[src/hw/rtl/mipc_pkg.sv]
// Shared types and constants for the multi-image pixel combiner.
// No dependencies; every other RTL file imports this package.
`default_nettype none

package mipc_pkg;

    localparam int SAMPLE_W       = 8;
    localparam int WEIGHT_W       = 16;
    localparam int Q_FRAC         = 15;
    localparam int TERM_W         = SAMPLE_W + WEIGHT_W - Q_FRAC;
    localparam int QUO_W          = SAMPLE_W;
    localparam int CNT_W          = 3;
    localparam int MODE_W         = 2;
    localparam int CFG_LANES      = 4;
    localparam int MAX_INPUTS_DEF = 4;
    localparam int ADDR_W         = 5;
    localparam int DATA_W         = 32;

    localparam logic [WEIGHT_W-1:0] WEIGHT_ONE = WEIGHT_W'(32768);
    localparam logic [SAMPLE_W-1:0] SAMPLE_MAX = '1;

    typedef enum logic [MODE_W-1:0] {
        MODE_AVG  = 2'd0,
        MODE_MAX  = 2'd1,
        MODE_MIN  = 2'd2,
        MODE_RSVD = 2'd3
    } mode_t;

    typedef enum logic [ADDR_W-3:0] {
        REG_MODE         = 3'd0,
        REG_INPUT_COUNT  = 3'd1,
        REG_USE_WEIGHTS  = 3'd2,
        REG_WEIGHT_ZERO  = 3'd3,
        REG_WEIGHT_ONE   = 3'd4,
        REG_WEIGHT_TWO   = 3'd5,
        REG_WEIGHT_THREE = 3'd6
    } reg_idx_t;

    typedef struct packed {
        logic [SAMPLE_W-1:0] sample_zero;
        logic [SAMPLE_W-1:0] sample_one;
        logic [SAMPLE_W-1:0] sample_two;
        logic [SAMPLE_W-1:0] sample_three;
    } pix_t;

    typedef struct packed {
        logic [SAMPLE_W-1:0] combined;
        logic                zero_weight_fault;
    } res_t;

    typedef struct packed {
        mode_t            mode;
        logic             use_weights;
        logic [CNT_W-1:0] lanes;
    } cfg_t;

    typedef struct packed {
        logic                active;
        logic [SAMPLE_W-1:0] sample;
        logic [TERM_W-1:0]   wterm;
        logic [WEIGHT_W-1:0] weight;
    } lane_t;

endpackage

`default_nettype wire

[src/hw/rtl/mipc_lane.sv]
// One lane: weights its sample and registers the masked lane terms.
// Depends on mipc_pkg.
`default_nettype none

module mipc_lane
    import mipc_pkg::*;
(
    input  logic                clk,
    input  logic                en,
    input  logic                active,
    input  logic [SAMPLE_W-1:0] sample,
    input  logic [WEIGHT_W-1:0] weight,
    output lane_t               lane
);

    logic [SAMPLE_W+WEIGHT_W-1:0] prod;
    lane_t                        lane_next;
    lane_t                        lane_reg;

    assign prod = sample * weight;

    always_comb
    begin
        lane_next.active = active;
        lane_next.sample = sample;
        // floor(sample * weight / 2^15); drop the lane's terms when unused
        lane_next.wterm  = active ? prod[SAMPLE_W+WEIGHT_W-1:Q_FRAC] : '0;
        lane_next.weight = active ? weight : '0;
    end

    always_ff @(posedge clk)
    begin
        if (en)
        begin
            lane_reg <= lane_next;
        end
    end

    assign lane = lane_reg;

endmodule

`default_nettype wire

[src/hw/rtl/mipc_merge.sv]
// Merge stage: reduces the lane terms and picks the divide operands or a direct result.
// Depends on mipc_pkg.
`default_nettype none

module mipc_merge
    import mipc_pkg::*;
#(
    parameter int NL = MAX_INPUTS_DEF,
    parameter int NW = TERM_W + 2 + Q_FRAC,
    parameter int DW = WEIGHT_W + 2
)
(
    input  logic          clk,
    input  logic          rst_n,
    input  logic          en,
    input  logic          in_v,
    input  cfg_t          cfg,
    input  lane_t         lanes [NL],
    output logic          v,
    output logic [NW-1:0] dividend,
    output logic [DW-1:0] divisor,
    output logic          use_div,
    output res_t          side
);

    localparam int ACC_W = NW - Q_FRAC;
    localparam int SUM_W = SAMPLE_W + $clog2(NL);

    logic [ACC_W-1:0]    acc;
    logic [DW-1:0]       wsum;
    logic [SUM_W-1:0]    sum;
    logic [SAMPLE_W-1:0] mx;
    logic [SAMPLE_W-1:0] mn;

    logic                v_reg;
    logic [NW-1:0]       dvd_next, dvd_reg;
    logic [DW-1:0]       dvs_next, dvs_reg;
    logic                use_next, use_reg;
    res_t                side_next, side_reg;

    always_comb
    begin
        acc  = '0;
        wsum = '0;
        sum  = '0;
        mx   = '0;
        mn   = SAMPLE_MAX;
        for (int i = 0; i < NL; i++)
        begin
            if (lanes[i].active)
            begin
                acc  = acc + ACC_W'(lanes[i].wterm);
                wsum = wsum + DW'(lanes[i].weight);
                sum  = sum + SUM_W'(lanes[i].sample);
                if (lanes[i].sample > mx)
                begin
                    mx = lanes[i].sample;
                end
                if (lanes[i].sample < mn)
                begin
                    mn = lanes[i].sample;
                end
            end
        end
    end

    always_comb
    begin
        dvd_next  = '0;
        dvs_next  = DW'(1);
        use_next  = 1'b0;
        side_next = '0;
        unique case (cfg.mode)
            MODE_AVG:
            begin
                if (cfg.use_weights)
                begin
                    if (wsum == '0)
                    begin
                        side_next.zero_weight_fault = 1'b1;
                    end
                    else
                    begin
                        use_next = 1'b1;
                        dvd_next = NW'(acc) << Q_FRAC;
                        dvs_next = wsum;
                    end
                end
                else
                begin
                    use_next = 1'b1;
                    dvd_next = NW'(sum);
                    dvs_next = DW'(cfg.lanes);
                end
            end
            MODE_MAX:  side_next.combined = mx;
            MODE_MIN:  side_next.combined = mn;
            MODE_RSVD: side_next.combined = '0;
        endcase
    end

    always_ff @(posedge clk or negedge rst_n)
    begin
        if (!rst_n)
        begin
            v_reg <= 1'b0;
        end
        else if (en)
        begin
            v_reg <= in_v;
        end
    end

    always_ff @(posedge clk)
    begin
        if (en)
        begin
            dvd_reg  <= dvd_next;
            dvs_reg  <= dvs_next;
            use_reg  <= use_next;
            side_reg <= side_next;
        end
    end

    assign v        = v_reg;
    assign dividend = dvd_reg;
    assign divisor  = dvs_reg;
    assign use_div  = use_reg;
    assign side     = side_reg;

endmodule

`default_nettype wire

[src/hw/rtl/mipc_div.sv]
// Pipelined restoring divider, one quotient bit per stage; carries a bypass result.
// Depends on mipc_pkg.
`default_nettype none

module mipc_div
    import mipc_pkg::*;
#(
    parameter int NW = TERM_W + 2 + Q_FRAC,
    parameter int DW = WEIGHT_W + 2
)
(
    input  logic          clk,
    input  logic          rst_n,
    input  logic          en,
    input  logic          in_v,
    input  logic [NW-1:0] dividend,
    input  logic [DW-1:0] divisor,
    input  logic          use_div,
    input  res_t          side,
    output logic          out_v,
    output res_t          result
);

    localparam int CMP_W = (NW > DW + QUO_W) ? NW : DW + QUO_W;

    logic             v_reg    [QUO_W];
    logic [CMP_W-1:0] rem_reg  [QUO_W];
    logic [DW-1:0]    dvs_reg  [QUO_W];
    logic [QUO_W-1:0] quo_reg  [QUO_W];
    logic             use_reg  [QUO_W];
    res_t             side_reg [QUO_W];

    for (genvar k = 0; k < QUO_W; k++)
    begin : g_stage
        localparam int B = QUO_W - 1 - k;

        logic             v_prev;
        logic [CMP_W-1:0] rem_prev;
        logic [DW-1:0]    dvs_prev;
        logic [QUO_W-1:0] quo_prev;
        logic             use_prev;
        res_t             side_prev;
        logic [CMP_W-1:0] shifted;
        logic             fits;

        if (k == 0)
        begin : g_first
            assign v_prev    = in_v;
            assign rem_prev  = CMP_W'(dividend);
            assign dvs_prev  = divisor;
            assign quo_prev  = '0;
            assign use_prev  = use_div;
            assign side_prev = side;
        end
        else
        begin : g_next
            assign v_prev    = v_reg[k-1];
            assign rem_prev  = rem_reg[k-1];
            assign dvs_prev  = dvs_reg[k-1];
            assign quo_prev  = quo_reg[k-1];
            assign use_prev  = use_reg[k-1];
            assign side_prev = side_reg[k-1];
        end

        // try the divisor at this quotient bit's weight
        assign shifted = CMP_W'(dvs_prev) << B;
        assign fits    = rem_prev >= shifted;

        always_ff @(posedge clk or negedge rst_n)
        begin
            if (!rst_n)
            begin
                v_reg[k] <= 1'b0;
            end
            else if (en)
            begin
                v_reg[k] <= v_prev;
            end
        end

        always_ff @(posedge clk)
        begin
            if (en)
            begin
                rem_reg[k]  <= fits ? rem_prev - shifted : rem_prev;
                dvs_reg[k]  <= dvs_prev;
                quo_reg[k]  <= {quo_prev[QUO_W-2:0], fits};
                use_reg[k]  <= use_prev;
                side_reg[k] <= side_prev;
            end
        end
    end

    assign out_v = v_reg[QUO_W-1];

    always_comb
    begin
        if (use_reg[QUO_W-1])
        begin
            result.combined          = quo_reg[QUO_W-1];
            result.zero_weight_fault = 1'b0;
        end
        else
        begin
            result = side_reg[QUO_W-1];
        end
    end

endmodule

`default_nettype wire

[src/hw/rtl/multi_image_pixel_combiner.sv]
// Top level of the multi-image pixel combiner: registers, lanes, merge, divider, output.
// Depends on mipc_pkg, mipc_lane, mipc_merge and mipc_div.
//
//  channel | direction | handshake               | payload
//  --------+-----------+-------------------------+-------------------------------
//  pix     | in        | pix_valid / pix_stall   | pix_t: four 8-bit samples
//  res     | out       | res_valid / res_stall   | res_t: combined, zero_weight_fault
//  apb     | in        | psel / penable / pready | paddr, pwdata, prdata (registers)
//
// One pixel transfer per clock while pix_stall is low; each result passes through, in order, the
// lane multiply, merge, eight divider stages (one quotient bit each), output register.
// rst_n clears all valid flags and loads the register reset values; no clearing pass.
// A stalled output fills a single skid entry; pix_stall is that entry's full flag,
// so the input stalls in the cycle after a divider result meets a stalled output.
`default_nettype none

module multi_image_pixel_combiner
    import mipc_pkg::*;
#(
    parameter int MAX_INPUTS = MAX_INPUTS_DEF
)
(
    input  logic              clk,
    input  logic              rst_n,
    input  logic              pix_valid,
    output logic              pix_stall,
    input  pix_t              pix,
    output logic              res_valid,
    input  logic              res_stall,
    output res_t              res,
    input  logic              psel,
    input  logic              penable,
    input  logic              pwrite,
    input  logic [ADDR_W-1:0] paddr,
    input  logic [DATA_W-1:0] pwdata,
    output logic [DATA_W-1:0] prdata,
    output logic              pready
);

    localparam int NL = (MAX_INPUTS < CFG_LANES) ? MAX_INPUTS : CFG_LANES;
    localparam int LG = $clog2(NL);
    localparam int NW = TERM_W + LG + Q_FRAC;
    localparam int DW = WEIGHT_W + LG;

    mode_t               mode_reg;
    logic [CNT_W-1:0]    count_reg;
    logic                use_w_reg;
    logic [WEIGHT_W-1:0] weight_reg [CFG_LANES];
    reg_idx_t            idx;
    logic                wr;

    logic [CNT_W-1:0]    lanes_used;
    cfg_t                cfg;
    logic [SAMPLE_W-1:0] samples [CFG_LANES];
    lane_t               lanes [NL];
    logic                en;
    logic                lane_v_reg;

    logic                mg_v;
    logic [NW-1:0]       mg_dvd;
    logic [DW-1:0]       mg_dvs;
    logic                mg_use;
    res_t                mg_side;
    logic                dv_v;
    res_t                dv_res;

    logic                res_valid_reg;
    res_t                res_reg;
    logic                skid_full_reg;
    res_t                skid_reg;
    logic                take;

    // ---------------- configuration port
    assign pready = 1'b1;
    assign idx    = reg_idx_t'(paddr[ADDR_W-1:2]);
    assign wr     = psel && penable && pwrite;

    always_ff @(posedge clk or negedge rst_n)
    begin
        if (!rst_n)
        begin
            mode_reg  <= MODE_AVG;
            count_reg <= CNT_W'(CFG_LANES);
            use_w_reg <= 1'b0;
            for (int i = 0; i < CFG_LANES; i++)
            begin
                weight_reg[i] <= WEIGHT_ONE;
            end
        end
        else if (wr)
        begin
            unique case (idx)
                REG_MODE:         mode_reg      <= mode_t'(pwdata[MODE_W-1:0]);
                REG_INPUT_COUNT:  count_reg     <= pwdata[CNT_W-1:0];
                REG_USE_WEIGHTS:  use_w_reg     <= pwdata[0];
                REG_WEIGHT_ZERO:  weight_reg[0] <= pwdata[WEIGHT_W-1:0];
                REG_WEIGHT_ONE:   weight_reg[1] <= pwdata[WEIGHT_W-1:0];
                REG_WEIGHT_TWO:   weight_reg[2] <= pwdata[WEIGHT_W-1:0];
                REG_WEIGHT_THREE: weight_reg[3] <= pwdata[WEIGHT_W-1:0];
                default:          ;
            endcase
        end
    end

    always_comb
    begin
        unique case (idx)
            REG_MODE:         prdata = DATA_W'(mode_reg);
            REG_INPUT_COUNT:  prdata = DATA_W'(count_reg);
            REG_USE_WEIGHTS:  prdata = DATA_W'(use_w_reg);
            REG_WEIGHT_ZERO:  prdata = DATA_W'(weight_reg[0]);
            REG_WEIGHT_ONE:   prdata = DATA_W'(weight_reg[1]);
            REG_WEIGHT_TWO:   prdata = DATA_W'(weight_reg[2]);
            REG_WEIGHT_THREE: prdata = DATA_W'(weight_reg[3]);
            default:          prdata = '0;
        endcase
    end

    // clamp the lane count into 1..NL
    always_comb
    begin
        priority if (count_reg == '0)
        begin
            lanes_used = CNT_W'(1);
        end
        else if (count_reg > CNT_W'(NL))
        begin
            lanes_used = CNT_W'(NL);
        end
        else
        begin
            lanes_used = count_reg;
        end
    end

    assign cfg.mode        = mode_reg;
    assign cfg.use_weights = use_w_reg;
    assign cfg.lanes       = lanes_used;

    // ---------------- datapath
    assign en        = !skid_full_reg;
    assign pix_stall = skid_full_reg;

    assign samples[0] = pix.sample_zero;
    assign samples[1] = pix.sample_one;
    assign samples[2] = pix.sample_two;
    assign samples[3] = pix.sample_three;

    for (genvar i = 0; i < NL; i++)
    begin : g_lane
        mipc_lane u_lane (
            .clk    (clk),
            .en     (en),
            .active (CNT_W'(i) < lanes_used),
            .sample (samples[i]),
            .weight (weight_reg[i]),
            .lane   (lanes[i])
        );
    end

    always_ff @(posedge clk or negedge rst_n)
    begin
        if (!rst_n)
        begin
            lane_v_reg <= 1'b0;
        end
        else if (en)
        begin
            lane_v_reg <= pix_valid;
        end
    end

    mipc_merge #(
        .NL (NL),
        .NW (NW),
        .DW (DW)
    ) u_merge (
        .clk      (clk),
        .rst_n    (rst_n),
        .en       (en),
        .in_v     (lane_v_reg),
        .cfg      (cfg),
        .lanes    (lanes),
        .v        (mg_v),
        .dividend (mg_dvd),
        .divisor  (mg_dvs),
        .use_div  (mg_use),
        .side     (mg_side)
    );

    mipc_div #(
        .NW (NW),
        .DW (DW)
    ) u_div (
        .clk      (clk),
        .rst_n    (rst_n),
        .en       (en),
        .in_v     (mg_v),
        .dividend (mg_dvd),
        .divisor  (mg_dvs),
        .use_div  (mg_use),
        .side     (mg_side),
        .out_v    (dv_v),
        .result   (dv_res)
    );

    // ---------------- output register and skid entry
    assign take = res_valid_reg && !res_stall;

    always_ff @(posedge clk or negedge rst_n)
    begin
        if (!rst_n)
        begin
            res_valid_reg <= 1'b0;
            skid_full_reg <= 1'b0;
        end
        else if (!res_valid_reg || take)
        begin
            if (skid_full_reg)
            begin
                res_valid_reg <= 1'b1;
                skid_full_reg <= 1'b0;
            end
            else
            begin
                res_valid_reg <= dv_v;
            end
        end
        else if (dv_v && en)
        begin
            skid_full_reg <= 1'b1;
        end
    end

    always_ff @(posedge clk)
    begin
        if (!res_valid_reg || take)
        begin
            res_reg <= skid_full_reg ? skid_reg : dv_res;
        end
        else if (dv_v && en)
        begin
            skid_reg <= dv_res;
        end
    end

    assign res_valid = res_valid_reg;
    assign res       = res_reg;

    // ---------------- assertions
    a_skid_implies_out: assert property (@(posedge clk) disable iff (!rst_n)
        skid_full_reg |-> res_valid_reg)
        else $error("skid entry full while output register empty");

    a_skid_fill_cause: assert property (@(posedge clk) disable iff (!rst_n)
        $rose(skid_full_reg) |-> $past(res_valid_reg && res_stall))
        else $error("skid entry filled without a stalled output");

    a_fault_zero: assert property (@(posedge clk) disable iff (!rst_n)
        (res_valid_reg && res_reg.zero_weight_fault) |-> (res_reg.combined == '0))
        else $error("zero weight fault with non-zero result");

    a_fault_mode: assert property (@(posedge clk) disable iff (!rst_n)
        (res_valid_reg && res_reg.zero_weight_fault)
            |-> (mode_reg == MODE_AVG && use_w_reg))
        else $error("zero weight fault outside weighted average");

endmodule

`default_nettype wire
[config.mk]
export PLATFORM = sky130hd
export DESIGN_NAME = multi_image_pixel_combiner
export DESIGN_NICKNAME = d
export VERILOG_FILES = /design/src/hw/rtl/mipc_pkg.sv /design/src/hw/rtl/mipc_lane.sv /design/src/hw/rtl/mipc_merge.sv /design/src/hw/rtl/mipc_div.sv /design/src/hw/rtl/multi_image_pixel_combiner.sv
export SDC_FILE = /design/constraint.sdc
export NUM_CORES = 2
export LEC_CHECK = 0
export BUFFER_PORTS_ARGS = -buffer_cell sky130_fd_sc_hd__buf_4
export CAP_MARGIN = 20
export CORE_MARGIN = 3
export CORE_UTILIZATION = 33
export DETAILED_ROUTE_END_ITERATION = 10
export RECOVER_POWER = 50
export SYNTH_ARGS = -nofsm -noshare
export SYNTH_HDL_FRONTEND = slang
export SYNTH_SLANG_ARGS = --single-unit
[constraint.sdc]
create_clock -name clk -period 7.8 [get_ports clk]
set_input_delay 1.56 -clock clk [delete_from_list [all_inputs] [get_ports clk]]
set_output_delay 1.56 -clock clk [all_outputs]
set_load 0.005 [all_outputs]
After elaboration in Yosys (flattened, before gate mapping)
Memories as Yosys holds them, arrays and structs flattened.
Cells that the tools add are included.
W data, S select, Z words.
{"block": "totals", "reg_bits": 290, "mem_bits_rw": 496, "out_inout_bits": 44, "n_memories": 5}
{"name": "u_div.rem_reg", "depth": 8, "word_bits": 26, "read_ports": 7, "rd_clocked_by_memory_dff": 0, "wr": 8, "line": "mipc_div.sv:27", "text": "logic [CMP_W-1:0] rem_reg [QUO_W];"}
{"name": "u_div.dvs_reg", "depth": 8, "word_bits": 18, "read_ports": 7, "rd_clocked_by_memory_dff": 0, "wr": 8, "line": "mipc_div.sv:28", "text": "logic [DW-1:0] dvs_reg [QUO_W];"}
{"name": "u_div.side_reg", "depth": 8, "word_bits": 9, "read_ports": 8, "rd_clocked_by_memory_dff": 0, "wr": 8, "line": "mipc_div.sv:31", "text": "res_t side_reg [QUO_W];"}
{"name": "u_div.quo_reg", "depth": 8, "word_bits": 8, "read_ports": 8, "rd_clocked_by_memory_dff": 0, "wr": 8, "line": "mipc_div.sv:29", "text": "logic [QUO_W-1:0] quo_reg [QUO_W];"}
{"name": "u_div.use_reg", "depth": 8, "word_bits": 1, "read_ports": 8, "rd_clocked_by_memory_dff": 0, "wr": 8, "line": "mipc_div.sv:30", "text": "logic use_reg [QUO_W];"}
{"block": "classes", "add_sub_neg": 17, "mul": 4, "magnitude_cmp": 21, "eq_ne": 8, "n_mux": 52, "bitwise": 3, "n_reduce_logical": 23}
{"operator": "$mux W26", "count": 8}
{"operator": "$mux W8", "count": 17}
{"operator": "$pmux W16 S7", "count": 1}
{"operator": "$mul A8 B16 Y24", "count": 4}
{"operator": "$mux W18", "count": 3}
{"operator": "$mux W10", "count": 4}
{"operator": "$add A18 B16 Y18", "count": 2}
{"operator": "$mux W11", "count": 3}
{"operator": "$mux W9", "count": 3}
{"operator": "$ge A26 B18 Y1", "count": 1}
{"operator": "$ge A26 B19 Y1", "count": 1}
{"operator": "$ge A26 B20 Y1", "count": 1}
{"operator": "$ge A26 B21 Y1", "count": 1}
{"operator": "$ge A26 B22 Y1", "count": 1}
{"operator": "$ge A26 B23 Y1", "count": 1}
{"operator": "$ge A26 B24 Y1", "count": 1}
{"operator": "$ge A26 B25 Y1", "count": 1}
{"operator": "$sub A26 B18 Y26", "count": 1}
{"operator": "$sub A26 B19 Y26", "count": 1}
{"operator": "$sub A26 B20 Y26", "count": 1}
{"operator": "$sub A26 B21 Y26", "count": 1}
{"operator": "$sub A26 B22 Y26", "count": 1}
{"operator": "$sub A26 B23 Y26", "count": 1}
{"operator": "$sub A26 B24 Y26", "count": 1}
{"operator": "other kinds (32)", "count": 68}

Logic depth before layout (Yosys ltp)
{"block": "depth", "word_depth": 13, "ltp_mapped": 34, "mapped_depth_nobuf": 30}

Modules after synthesis
A second synthesis with hierarchy kept.
{"block": "hier_totals", "cells_unflattened": 5361, "hier_area_um2": 56407.8}
{"mod": "mipc_div", "n_inst": 1, "cells_per_inst": 1850, "area_each_um2": 22338.9}
{"mod": "mipc_merge", "n_inst": 1, "cells_per_inst": 1165, "area_each_um2": 9521.6}
{"mod": "mipc_lane (g_lane[0].u_lane)", "n_inst": 1, "cells_per_inst": 517, "area_each_um2": 5121.2}
{"mod": "mipc_lane (g_lane[2].u_lane)", "n_inst": 1, "cells_per_inst": 513, "area_each_um2": 5078.6}
{"mod": "mipc_lane (g_lane[1].u_lane)", "n_inst": 1, "cells_per_inst": 509, "area_each_um2": 5064.9}
{"mod": "mipc_lane (g_lane[3].u_lane)", "n_inst": 1, "cells_per_inst": 503, "area_each_um2": 5056.1}
{"mod": "multi_image_pixel_combiner", "n_inst": 1, "cells_per_inst": 304, "area_each_um2": 4226.6}

Least setup slack after synthesis
No wires, ideal clock.
{"block": "synth_path", "kind": "reg2reg", "start": "register skid_full_reg, in the netlist pix_stall", "end": "register res_reg (netlist bit res[0]), data pin", "arrival_time_ps": 7982, "required_ps": 7624, "path_slack_ps": -358, "stages_incl_launch_ff": 3, "path_buffers": 0, "path_cell_list": "dfrtp_1 > inv_2 > mux2_2"}
{"block": "synth_between", "elab_chain_cells": 1}
{"element": "from (decl)", "line": "multi_image_pixel_combiner.sv:69", "text": "logic skid_full_reg;"}
{"element": "from (signal assigned)", "line": "multi_image_pixel_combiner.sv:215", "text": "skid_full_reg <= 1'b0;"}
{"element": "from (signal assigned)", "line": "multi_image_pixel_combiner.sv:222", "text": "skid_full_reg <= 1'b0;"}
{"element": "from (signal assigned)", "line": "multi_image_pixel_combiner.sv:231", "text": "skid_full_reg <= 1'b1;"}
{"element": "$mux W9", "line": "multi_image_pixel_combiner.sv:239", "text": "res_reg <= skid_full_reg ? skid_reg : dv_res;"}
{"element": "to (signal assigned)", "line": "multi_image_pixel_combiner.sv:239"}
{"element": "to (decl)", "line": "multi_image_pixel_combiner.sv:68", "text": "res_t res_reg;"}
Every way passes these cells.
A chain may end at the register's enable or synchronous reset.

Worst setup path after layout
{"block": "layout_path", "start": "register g_lane[0].u_lane.lane_reg (netlist bit g_lane[0].u_lane.lane[33])", "end": "register u_merge.dvd_reg[17], in the netlist u_merge.dividend[17], data pin"}
{"block": "layout_between", "elab_chain_cells": 9, "elab_cells_between_ends": 16, "cone_classes": "add/sub (6); mux (8); reduce/logical (2)"}
{"element": "from (decl)", "line": "mipc_lane.sv:18", "text": "lane_t lane_reg;"}
{"element": "from (signal assigned)", "line": "mipc_lane.sv:35", "text": "lane_reg <= lane_next;"}
{"element": "$mux W16", "line": "mipc_merge.sv:50", "text": "if (lanes[i].active)"}
{"element": "$add A16 B16 Y17", "line": "mipc_merge.sv:53", "text": "wsum = wsum + DW'(lanes[i].weight);"}
{"element": "$mux W18", "line": "mipc_merge.sv:50"}
{"element": "$add A18 B16 Y18", "line": "mipc_merge.sv:53"}
{"element": "$mux W18", "line": "mipc_merge.sv:50"}
{"element": "$add A18 B16 Y18", "line": "mipc_merge.sv:53"}
{"element": "$mux W18", "line": "mipc_merge.sv:50"}
{"element": "$logic_not A18 Y1", "line": "mipc_merge.sv:78", "text": "if (wsum == '0)"}
{"element": "$reduce_or A3 Y1 (no source line)"}
{"element": "to (signal assigned)", "line": "mipc_merge.sv:118", "text": "dvd_reg <= dvd_next;"}
{"element": "to (decl)", "line": "mipc_merge.sv:36", "text": "logic [NW-1:0] dvd_next, dvd_reg;"}
Parallel ways exist; a longest one is shown, timed or not.

==> run summary <==
* **outcome** complete, but fails checks
* **violations in the final reports** capacitance limit, slew limit
* **commonest cells after routing, fill and taps aside** edfxtp_1, inv_1, nand2_1, ha_1, fa_1
* **arrival time reported for the critical path endpoint** 7470 ps
* **setup repair after global routing missed its margin** no
* **CTS sink count** 709
* **layout cell share with drive strength beyond 1** 0.0780
* **Detailed Route WL** 129 mm
* **sum of overflow across all layers after global routing** 0
* **starting density of the core** 0.332
* **number of global-route vias before repair** 36525
* **worst setup path class** flip-flop to flip-flop
* **share of Yosys cell area claimed by the top area cell type** 0.352
* **global-route usage over all layers** 0.154
* **Worst VDD drop** 0.235 mV
* **cell at the root of the clock tree** clkbuf_16
* **largest net degree at the start of global routing** 178
* **number of antenna violations at the first check in global routing** 2
* **clock latency on the worst-skew pair** 700 ps
* **critical path required time** 8160 ps
* **final worst-path cycle share** 0.911
* **number of failing setup endpoints in the final timing report** 0
* **#FFs+latches synth** 709
* **worst reg-to-reg setup slack** 700 ps
* **post-placement cell area** 0.0562 mm²
* **sequential share of the synthesized area** 0.391
* **Inserted Diodes** 0
* **CTS buffer count** 80
* **top cells by area in the synthesized netlist** edfxtp_1, fa_1, ha_1
* **synthesis-to-layout area growth** 9.88%
* **CTS tree** done
* **residual DRC count** 0
* **remaining number of nets flagged by the antenna check after routing** 0
* **number of flops mapped to enable cells by yosys** 627
* **Die Span X** 408 µm
* **Non-Filler Cell Area, Final** 0.0587 mm²
* **post-synthesis mux area share** 0.0402
* **Netlist Area Pre-Place** 0.0534 mm²
* **class of the worst hold path** flip-flop to flip-flop
* **weighted congestion reported at the end of routability-driven placement** 0.876
* **IO Port Bufs** 84
* **Chip Height** 408 µm
* **hold path cells** 0
* **setup clock skew after layout** 58.3 ps
* **max reg flops** 182
* **min-delay src** u_merge.side[4]
* **slew at the pin closest to its max-slew limit** 3990 ps
* **relative slew slack** -1.66
* **total negative slack for setup checks** 0 ps
* **ys flop type** edfxtp_1
* **Avg Cell Area, Syn** 10.6 µm²
* **Worst Path Max Fanout** 16
* **post-layout min period** 7100 ps
* **Via density** 4.97
* **clock-pin transition on the worst setup and hold timing paths** 60 ps
* **largest area contributor in the netlist** edfxtp_1
* **R2R Path Start** g_lane[0].u_lane.lane[33]
* **die footprint** 0.167 mm²
* **main combinational cell family by area after synthesis** adder cells
* **Setup crit end kind** flip-flop
* **share of the synthesized area in compound gates (AO/OA/AOI/OAI)** 0.104
* **routed wirelength normalized by instance count** 17.8 µm
* **leakage power summed over all cells** 25.0 nW
* **total number of placement rows** 147
* **arithmetic-cell share of the synthesized area counting full adders, half adders and majority gates** 0.236
* **sink of the worst hold path** u_div.side_reg[0][4]
* **commonest non-fill, non-tap cell in the layout** edfxtp_1
* **number of buffers on the longest clock path** 3
* **startpoint kind of the worst setup timing path** flip-flop
* **peak clock frequency supported by timing** 141 MHz
* **Max Cap Violations** 5
* **synthesized instance count** 5032
* **share of async-settable or async-resettable flops after synthesis** 0.116
* **number of top-level pins** 120
* **Vias** 36094
* **area share of xor/xnor cells in the synthesized design** 0.0348
* **simple-gate share of the synthesized area** 0.136
* **total number of H-tree levels** 3
* **detailed placement HPWL** 96.7 mm
* **first-pass GRT wire length** 204 mm
* **Yosys warning count** 0
* **number of library cell types mapped by synthesis** 94
* **nets** 5912
* **areal power density over the cells** 460 mW/mm²
* **number of DRC markers in iteration 0** 2526
* **r2r endpoint** u_merge.dividend[17]
* **hold violation total from the final report** 0
* **Placeable Area** 0.161 mm²
* **Resized Gates After CTS** 0
* **number of pins with negative max-slew slack in the final report** 476
* **1st-pass router iterations** 6
* **quantity of hold-fixing buffers added after cts** 0
* **FF-to-FF path depth** 26
==> cells in the mapped netlist, types with 18 or more instances <==
cell / count
fa_1: 348
inv_1: 577
o31ai_1: 20
edfxtp_1: 627
buf_4: 18
mux2i_1: 47
and2_1: 292
nor2_1: 260
xor2_1: 90
nor2b_1: 89
nor3_1: 74
clkbuf_1: 166
xnor2_1: 122
nand4_1: 30
nand3_1: 51
o21ai_0: 190
a211oi_1: 34
or3_1: 23
a21oi_1: 250
a21o_1: 99
nand2b_1: 38
and3_1: 20
dfrtp_1: 77
nand2_1: 494
o21a_1: 46
mux2_2: 147
nor4_1: 21
ha_1: 450
o21bai_1: 29
a31oi_1: 25
==> where the power goes <==
part	switching, mW	total [mW]	leakage, nW	internal, mW
Clock	1.63	3.77	1.28	2.14
Combinational	8.56	15.0	16.2	6.44
Sequential	1.28	8.25	7.54	6.97
Total	11.5	27.0	25.0	15.6
==> per-layer routing <==
metal	share of wire	GRT usage	up-vias
met5	0.00020	0	-
met4	0.042	0.0626	4
met3	0.044	0.0219	230
met2	0.48	0.261	867
met1	0.43	0.197	17676
li1	-	-	17317
==> critical path, stage by stage (launching register included) <==
cell and delay, ps:
edfxtp_1 380, buf_4 200, and2_1 160, ha_1 210, inv_1 80, fa_1 210
and2b_1 220, o2111a_1 240, nor3_1 170, xor2_1 270, o21ai_0 130, ha_1 280
or3_1 420, a2111oi_0 400, nor3_1 100, xnor2_1 230, a21oi_1 130, ha_1 420
nand3_1 130, or3_1 400, o31a_1 350, o211ai_1 230, nand4_1 140, xor2_1 190
mux2i_1 390, a31o_1 620, a211oi_1 90
==> through the flow <==
step | hold WS [ps] | utilization | worst slack [ps] | total power, mW | std cells
global placement | 402 | 0.350 | 868 | 22.8 | 7114
finish | 384 | 0.365 | 696 | 27.0 | 7264
detailed placement | 405 | 0.350 | 779 | 23.2 | 7114
global route | 394 | 0.365 | 85.4 | 29.6 | 7264
floorplan | 400 | - | 1490 | 19.5 | 5048
CTS | 376 | 0.366 | 732 | 27.1 | 7262
==> how the worst max path moves through the flow <==
| stage | startpoint | endpoint | slack (ps) | cells after the start |
|---|---|---|---|---|
| floorplan | g_lane[0].u_lane.lane[33] | u_merge.side[2] | 1490 | 32 |
| global placement | g_lane[0].u_lane.lane[33] | u_merge.side[5] | 870 | 27 |
| detailed placement | g_lane[0].u_lane.lane[33] | u_merge.side[5] | 780 | 27 |
| CTS | g_lane[0].u_lane.lane[33] | u_merge.side[4] | 730 | 27 |
| global route | g_lane[0].u_lane.lane[33] | u_merge.dividend[17] | 90 | 26 |
| finish | g_lane[0].u_lane.lane[33] | u_merge.dividend[17] | 700 | 26 |
==> cells by family (layout without fill, tap and decap cells) <==
kind of cell             count (synthesis)  in the layout
AND/OR/NAND/NOR                       1467           1467
adder cells (fa/ha/maj)                798            798
AO/OA/AOI/OAI                          860            860
multiplexers                           195            195
flip-flops                             709            709
other                                    2             18
XOR/XNOR                               212            212
buffers and inverters                  789            845
==> cell type report <==
| class | instances | area [µm²] |
|---|---|---|
| flip-flops and latches | 709 | 20900 |
| fillers | 15888 | 102000 |
| inverters | 582 | 2190 |
| multi-input cells | 3550 | 29500 |
| clock buffers | 95 | 2110 |
| well taps | 2160 | 2700 |
| repair buffers | 115 | 749 |
| clock inverters | 53 | 549 |
==> what timing repair did <==
| action | in CTS | in global routing |
|---|---|---|
| hold endpoints to repair | 0 | 0 |
| setup endpoints to repair | 0 | 4 |
| setup buffers | 0 | 1 |
Note: power is estimated with default switching activity, not from simulation.
